--- src/acp_pkg.sv ---
package acp_pkg;

   // memory size, a power of two so that addresses wrap by truncation
   localparam int MEM_WORDS = 1024;
   localparam int MEM_AW    = $clog2(MEM_WORDS);

   // fixed field widths
   localparam int WORD_W  = 32;
   localparam int PORT_AW = 10;
   localparam int OPC_W   = 4;
   localparam int OPND_W  = 28;
   localparam int UPC_W   = 4;

   // request operations
   localparam logic [1:0] OPER_WRITE   = 2'd0;
   localparam logic [1:0] OPER_READ    = 2'd1;
   localparam logic [1:0] OPER_EXEC    = 2'd2;
   localparam logic [1:0] OPER_RESTART = 2'd3;

   // opcodes
   localparam logic [OPC_W-1:0] OP_LDA = 4'd0;
   localparam logic [OPC_W-1:0] OP_LEA = 4'd1;
   localparam logic [OPC_W-1:0] OP_LDI = 4'd2;
   localparam logic [OPC_W-1:0] OP_STR = 4'd3;
   localparam logic [OPC_W-1:0] OP_STA = 4'd4;
   localparam logic [OPC_W-1:0] OP_ADD = 4'd5;
   localparam logic [OPC_W-1:0] OP_OR  = 4'd6;
   localparam logic [OPC_W-1:0] OP_NOT = 4'd7;
   localparam logic [OPC_W-1:0] OP_SUB = 4'd8;
   localparam logic [OPC_W-1:0] OP_AND = 4'd9;
   localparam logic [OPC_W-1:0] OP_JMP = 4'd10;
   localparam logic [OPC_W-1:0] OP_JEZ = 4'd11;
   localparam logic [OPC_W-1:0] OP_JGZ = 4'd12;
   localparam logic [OPC_W-1:0] OP_JNE = 4'd13;
   localparam logic [OPC_W-1:0] OP_HLT = 4'd14;

   // condition flag codes
   localparam logic [1:0] FLAG_POS  = 2'd0;
   localparam logic [1:0] FLAG_NEG  = 2'd1;
   localparam logic [1:0] FLAG_ZERO = 2'd2;

   // run status codes
   localparam logic [1:0] ST_RUN  = 2'd0;
   localparam logic [1:0] ST_HALT = 2'd1;
   localparam logic [1:0] ST_ERR  = 2'd2;

   // microprogram step addresses
   localparam logic [UPC_W-1:0] U_WRITE   = 4'd0;
   localparam logic [UPC_W-1:0] U_READ    = 4'd1;
   localparam logic [UPC_W-1:0] U_READ2   = 4'd2;
   localparam logic [UPC_W-1:0] U_RESTART = 4'd3;
   localparam logic [UPC_W-1:0] U_FETCH   = 4'd4;
   localparam logic [UPC_W-1:0] U_DECODE  = 4'd5;
   localparam logic [UPC_W-1:0] U_LDA     = 4'd6;
   localparam logic [UPC_W-1:0] U_PTR     = 4'd7;
   localparam logic [UPC_W-1:0] U_LDI     = 4'd8;
   localparam logic [UPC_W-1:0] U_STR     = 4'd9;
   localparam logic [UPC_W-1:0] U_STA     = 4'd10;
   localparam logic [UPC_W-1:0] U_ALU     = 4'd11;
   localparam logic [UPC_W-1:0] U_JMP     = 4'd12;
   localparam logic [UPC_W-1:0] U_HLT     = 4'd13;
   localparam logic [UPC_W-1:0] U_ERR     = 4'd14;
   localparam logic [UPC_W-1:0] U_NOP     = 4'd15;

   // control word fields
   typedef enum logic [2:0] {A_NONE, A_REQ, A_PC, A_RDATA, A_IR} addr_sel_type;
   typedef enum logic {W_REQ, W_ACC} wdata_sel_type;
   typedef enum logic [1:0] {PC_KEEP, PC_INC, PC_START, PC_JUMP} pc_op_type;
   typedef enum logic [2:0] {ACC_KEEP, ACC_MEM, ACC_IMM, ACC_ALU, ACC_CLEAR} acc_op_type;
   typedef enum logic [1:0] {FL_KEEP, FL_SET, FL_CLEAR} flag_op_type;
   typedef enum logic [1:0] {SO_KEEP, SO_HALT, SO_ERR, SO_CLEAR} st_op_type;
   typedef enum logic [1:0] {RD_KEEP, RD_LOAD, RD_CLEAR} rd_op_type;
   typedef enum logic [1:0] {SEQ_NEXT, SEQ_DISPATCH, SEQ_DONE} seq_op_type;

   typedef struct packed {
      addr_sel_type    addr_sel;
      logic            mem_we;
      wdata_sel_type   wdata_sel;
      logic            ir_ld;
      pc_op_type       pc_op;
      acc_op_type      acc_op;
      flag_op_type     flag_op;
      st_op_type       st_op;
      rd_op_type       rd_op;
      seq_op_type      seq_op;
      logic [UPC_W-1:0] target;
   } ctrl_type;

   // status from datapath back to the sequencer
   typedef struct packed {
      logic             running;
      logic             clearing;
      logic [OPC_W-1:0] opcode;
   } dp_stat_type;

   localparam ctrl_type CTRL_IDLE = '{
      addr_sel: A_NONE, mem_we: 1'b0, wdata_sel: W_REQ, ir_ld: 1'b0,
      pc_op: PC_KEEP, acc_op: ACC_KEEP, flag_op: FL_KEEP, st_op: SO_KEEP,
      rd_op: RD_KEEP, seq_op: SEQ_DONE, target: U_NOP};

   // microprogram rom
   function automatic ctrl_type ucode(input logic [UPC_W-1:0] step);
      ctrl_type c;
      c = CTRL_IDLE;
      c.rd_op = RD_CLEAR;
      case (step)
         U_WRITE: begin
            c.addr_sel  = A_REQ;
            c.mem_we    = 1'b1;
            c.wdata_sel = W_REQ;
         end
         U_READ: begin
            c.addr_sel = A_REQ;
            c.seq_op   = SEQ_NEXT;
            c.target   = U_READ2;
         end
         U_READ2: begin
            c.rd_op = RD_LOAD;
         end
         U_RESTART: begin
            c.pc_op   = PC_START;
            c.acc_op  = ACC_CLEAR;
            c.flag_op = FL_CLEAR;
            c.st_op   = SO_CLEAR;
         end
         U_FETCH: begin
            c.addr_sel = A_PC;
            c.seq_op   = SEQ_NEXT;
            c.target   = U_DECODE;
         end
         U_DECODE: begin
            c.addr_sel = A_RDATA;
            c.ir_ld    = 1'b1;
            c.pc_op    = PC_INC;
            c.seq_op   = SEQ_DISPATCH;
         end
         U_LDA: begin
            c.acc_op = ACC_MEM;
         end
         U_PTR: begin
            c.addr_sel = A_RDATA;
            c.seq_op   = SEQ_NEXT;
            c.target   = U_LDA;
         end
         U_LDI: begin
            c.acc_op  = ACC_IMM;
            c.flag_op = FL_SET;
         end
         U_STR: begin
            c.addr_sel  = A_IR;
            c.mem_we    = 1'b1;
            c.wdata_sel = W_ACC;
         end
         U_STA: begin
            c.addr_sel  = A_RDATA;
            c.mem_we    = 1'b1;
            c.wdata_sel = W_ACC;
         end
         U_ALU: begin
            c.acc_op  = ACC_ALU;
            c.flag_op = FL_SET;
         end
         U_JMP: begin
            c.pc_op = PC_JUMP;
         end
         U_HLT: begin
            c.st_op = SO_HALT;
         end
         U_ERR: begin
            c.st_op = SO_ERR;
         end
         default: begin
            c.rd_op = RD_CLEAR;
         end
      endcase
      return c;
   endfunction

   // opcode dispatch after decode
   function automatic logic [UPC_W-1:0] dispatch(input logic [OPC_W-1:0] opc);
      logic [UPC_W-1:0] s;
      case (opc) inside
         OP_LDA:           s = U_LDA;
         OP_LEA:           s = U_PTR;
         OP_LDI:           s = U_LDI;
         OP_STR:           s = U_STR;
         OP_STA:           s = U_STA;
         [OP_ADD:OP_AND]:  s = U_ALU;
         [OP_JMP:OP_JNE]:  s = U_JMP;
         OP_HLT:           s = U_HLT;
         default:          s = U_ERR;
      endcase
      return s;
   endfunction

   // condition flag of an accumulator value
   function automatic logic [1:0] flag_of(input logic [WORD_W-1:0] v);
      logic [1:0] f;
      if (v == '0) begin
         f = FLAG_ZERO;
      end else if (v[WORD_W-1]) begin
         f = FLAG_NEG;
      end else begin
         f = FLAG_POS;
      end
      return f;
   endfunction

endpackage

--- src/acp_useq.sv ---
module acp_useq (
   input  logic                 clock,
   input  logic                 reset,
   input  logic                 start,
   input  logic [1:0]           operation,
   input  acp_pkg::dp_stat_type stat,
   output acp_pkg::ctrl_type    ctrl,
   output logic                 accept,
   output logic                 busy,
   output logic                 strobe
);
   import acp_pkg::*;

   logic [UPC_W-1:0] upc_ff, upc_in;
   logic             run_ff, run_in;
   logic             strobe_ff, strobe_in;
   logic [UPC_W-1:0] entry;
   ctrl_type         word;

   assign busy   = run_ff | stat.clearing;
   assign accept = start & ~busy;
   assign word   = ucode(upc_ff);
   assign ctrl   = run_ff ? word : CTRL_IDLE;
   assign strobe = strobe_ff;

   // entry step of each request
   always_comb begin
      case (operation)
         OPER_WRITE:   entry = U_WRITE;
         OPER_READ:    entry = U_READ;
         OPER_EXEC:    entry = stat.running ? U_FETCH : U_NOP;
         OPER_RESTART: entry = U_RESTART;
         default:      entry = U_NOP;
      endcase
   end

   // step counter and sequencing
   always_comb begin
      upc_in    = upc_ff;
      run_in    = run_ff;
      strobe_in = 1'b0;
      if (accept) begin
         upc_in = entry;
         run_in = 1'b1;
      end else if (run_ff) begin
         case (word.seq_op)
            SEQ_NEXT:     upc_in = word.target;
            SEQ_DISPATCH: upc_in = dispatch(stat.opcode);
            SEQ_DONE: begin
               run_in    = 1'b0;
               strobe_in = 1'b1;
            end
            default: begin
               run_in = 1'b0;
            end
         endcase
      end
   end

   always_ff @(posedge clock) begin
      if (reset) begin
         upc_ff    <= U_NOP;
         run_ff    <= 1'b0;
         strobe_ff <= 1'b0;
      end else begin
         upc_ff    <= upc_in;
         run_ff    <= run_in;
         strobe_ff <= strobe_in;
      end
   end

endmodule

--- config.mk ---
export PLATFORM = sky130hd
export DESIGN_NAME = acp_useq
export DESIGN_NICKNAME = d
export VERILOG_FILES = /design/src/acp_pkg.sv /design/src/acp_useq.sv
export SDC_FILE = /design/constraint.sdc
export NUM_CORES = 1
export LEC_CHECK = 0
export BUFFER_PORTS_ARGS = -buffer_cell sky130_fd_sc_hd__buf_4
export CAP_MARGIN = 15
export CORE_ASPECT_RATIO = 0.9
export CORE_MARGIN = 10
export CORE_UTILIZATION = 40
export DETAILED_ROUTE_END_ITERATION = 8
export GPL_ROUTABILITY_DRIVEN = 0
export GPL_TIMING_DRIVEN = 0
export PLACE_DENSITY_LB_ADDON = 0.08
export SETUP_SLACK_MARGIN = 0.02
export SLEW_MARGIN = 20
export SYNTH_ARGS = -nofsm -noshare
export SYNTH_HDL_FRONTEND = slang
export SYNTH_SLANG_ARGS = --single-unit
--- constraint.sdc ---
create_clock -name clock -period 3.4 [get_ports clock]
set_input_delay 0.34 -clock clock [delete_from_list [all_inputs] [get_ports clock]]
set_output_delay 0.34 -clock clock [all_outputs]
set_load 0.05 [all_outputs]
==> metrics.cfg <==
[placed_design]
postPlaceCellArea_um2 = 991.0
io_buffer_count = 36
hpwlAfterDp_um = 1825

[final_layout]
final_util_pct = 61.55
drive_gt1_share_pct = 36.55
finalNetCount = 158
layout_common_cells = 37 x buf_4, 15 x nor2_1, 8 x a21oi_1, 8 x nor3_1, 7 x nand2_1
fin_area_um2 = 1013
fill_cells = 174
num_antenna_cells = 0
regArea_um2 = 120.1
final_common_cell = buf_4
area_growth_pct = 46.74
multi_input_area_um2 = 504.2

[pwr]
power.leakage_uw = 0.0004254
power.density_nw_per_um2 = 237.8
ir_drop_uv = 154.2

[die]
coreArea_um2 = 1647
die_x_um = 63.80
dieArea_um2 = 3791
rows = 14
start_util_pct = 41.95
pin_count = 37
die_h_um = 59.42

[clock_network]
clk_pin_slew_ps = 40
numCtsBuffers = 3
clock-sinks = 6
htreeDepth = 1
cts_resized = 0
hold_buffers = 0
ctsRootBufferMaster = clkbuf_4
cts_setup_buffers = 0
tritoncts = yes
clock_path_buffers = 2
clock_latency_ps = 240

[logic_synthesis]
synth_area_per_cell_um2 = 6.516
synth.cell_area_um2 = 690.7
synthCells = 106
synthesis.nets = 117
synth_seq_area_share_pct = 17.39
synth_warnings = 0
yosys_most_used_dff = dfxtp_1
async_flop_share_pct = 0
synth-seq-cells = 6
synth_edf_count = 0
synth.distinct_cells = 37

[status]
status = finished, final reports clean

[timing]
worstMarginPinSlew_ps = 423.6
period_needed_ps = 2261
fin_crit_sh_pct = 66.51
setup_viol = 0
max_freq_mhz = 442.2
skew_ps = 3.076
tns_ps = 0
slew_headroom_pct = 71.76
hold_viol = 0
report.final.slew_viol_count = 0
rsz0062_at_grt = no

[route]
viasPerCell = 5.426
drtIter0Drc = 24
drt_first_pass_iters = 4
vias = 917
wl_per_cell_um = 13.64
drc_errors = 0
ant_nets = 0
wl_um = 2305

[global_routing]
grt_pass1_wl_um = 3726
grt.overflow.total = 0
grt_use_total_pct = 11.76
grt_max_degree = 11
antenna_found_initial = 0
grt_pass1_vias = 834

[critical_path]
startpoint_type = register
cp.arrival_ps = 1920
endpoint_kind = primary output
crit_type = register to primary output
required_ps = 3060
path_max_fanout = 10

[hold_path]
holdCritPathClass = input port to register

[run]
drv_cap = 0

## per-layer routing
metal  vias up  wire length [µm]  track usage (%)  part of all wire, %
met3         0               178            5.104                  7.7
met1       422              1036            13.89                   45
li1        453                 -                -                    -
met4         0                 0            2.181                    0
met5         -                 0                0                    0
met2        42              1090            19.43                   47
## path summary, 6_finish.rpt
path | from | endpoint | slack [ps] | cells after the start
hold / removal | reset | run_ff$_SDFF_PP0_ | 300 | 2
hold reg to reg | upc_ff[1]$_SDFFE_PP1P_ | upc_ff[1]$_SDFFE_PP1P_ | 810 | 3
setup reg to reg | upc_ff[2]$_SDFFE_PP1P_ | upc_ff[3]$_SDFFE_PP1P_ | 1800 | 4
setup / recovery | run_ff$_SDFF_PP0_ | ctrl[14] | 1140 | 6
## per-stage QoR
| step | setup slack [ps] | power [µW] | hold slack [ps] | cells |
|---|---|---|---|---|
| 2_1_floorplan | 1028 | 145.1 | 409.1 | 106 |
| 3_3_place_gp | 1433 | 174.7 | 544.0 | 166 |
| 3_5_place_dp | 1394 | 176.4 | 549.3 | 166 |
| 4_1_cts | 1116 | 242.4 | 292.2 | 169 |
| 5_1_grt | 965.9 | 260.2 | 294.0 | 169 |
| 6_report | 1139 | 241.0 | 296.6 | 169 |
## flip-flops by register name, indices dropped and copies added (netlist names)
register	flops
upc_ff	4
run_ff	1
strobe	1
## power by group
group / total, µW / switching [µW] / internal (µW)
clock: 64.9 / 25.1 / 39.9
combinational: 97.1 / 60.8 / 36.3
sequential: 79.0 / 4.24 / 74.7
total: 241 / 90.1 / 151
## synthesized netlist by cell type (2+ instances only)
| library cell | number | area share, % |
|---|---|---|
| nor2_1 | 15 | 8.2 |
| a211oi_1 | 4 | 4.3 |
| nand3_1 | 5 | 3.6 |
| clkbuf_1 | 6 | 3.3 |
| a21oi_1 | 8 | 5.8 |
| buf_2 | 2 | 1.4 |
| inv_1 | 4 | 2.2 |
| o21a_1 | 2 | 2.2 |
| inv_2 | 3 | 1.6 |
| nor3b_1 | 2 | 2.2 |
| or2_2 | 2 | 1.8 |
| o211ai_1 | 2 | 2.2 |
| nand2b_1 | 5 | 4.5 |
| or3_2 | 2 | 2.2 |
| nand2_1 | 7 | 3.8 |
| nor2b_1 | 2 | 1.8 |
| dfxtp_1 | 6 | 17 |
| o21ai_0 | 3 | 2.2 |
| nor3_1 | 8 | 5.8 |
## kinds of logic (layout without fill, tap and decap cells)
| kind of cell | after synthesis | in the layout | share of synthesized area [%] |
|---|---|---|---|
| compound gates | 27 | 27 | 27.18 |
| xor+xnor | 1 | 1 | 1.268 |
| fa+ha+maj | 1 | 1 | 1.630 |
| buf+inv | 16 | 55 | 9.601 |
| flops | 6 | 6 | 17.39 |
| mux | 1 | 1 | 1.449 |
| simple gates | 54 | 54 | 41.48 |
## layout make-up
type,count,share of cell area [%]
Multi-Input combinational cell,84,49.75
Timing Repair Buffer,36,26.67
Sequential cell,6,11.85
Buffer,9,3.951
Tap cell,24,2.963
Inverter,7,2.593
Clock buffer,3,2.222
## critical path, cell delays in order, from the launching register on
cell and delay, ps:
dfxtp_1 320, clkbuf_1 330, inv_1 230, or2_2 360
nor2_1 130, buf_4 120, buf_4 180
No activity file was read; power rests on OpenSTA's default activity.
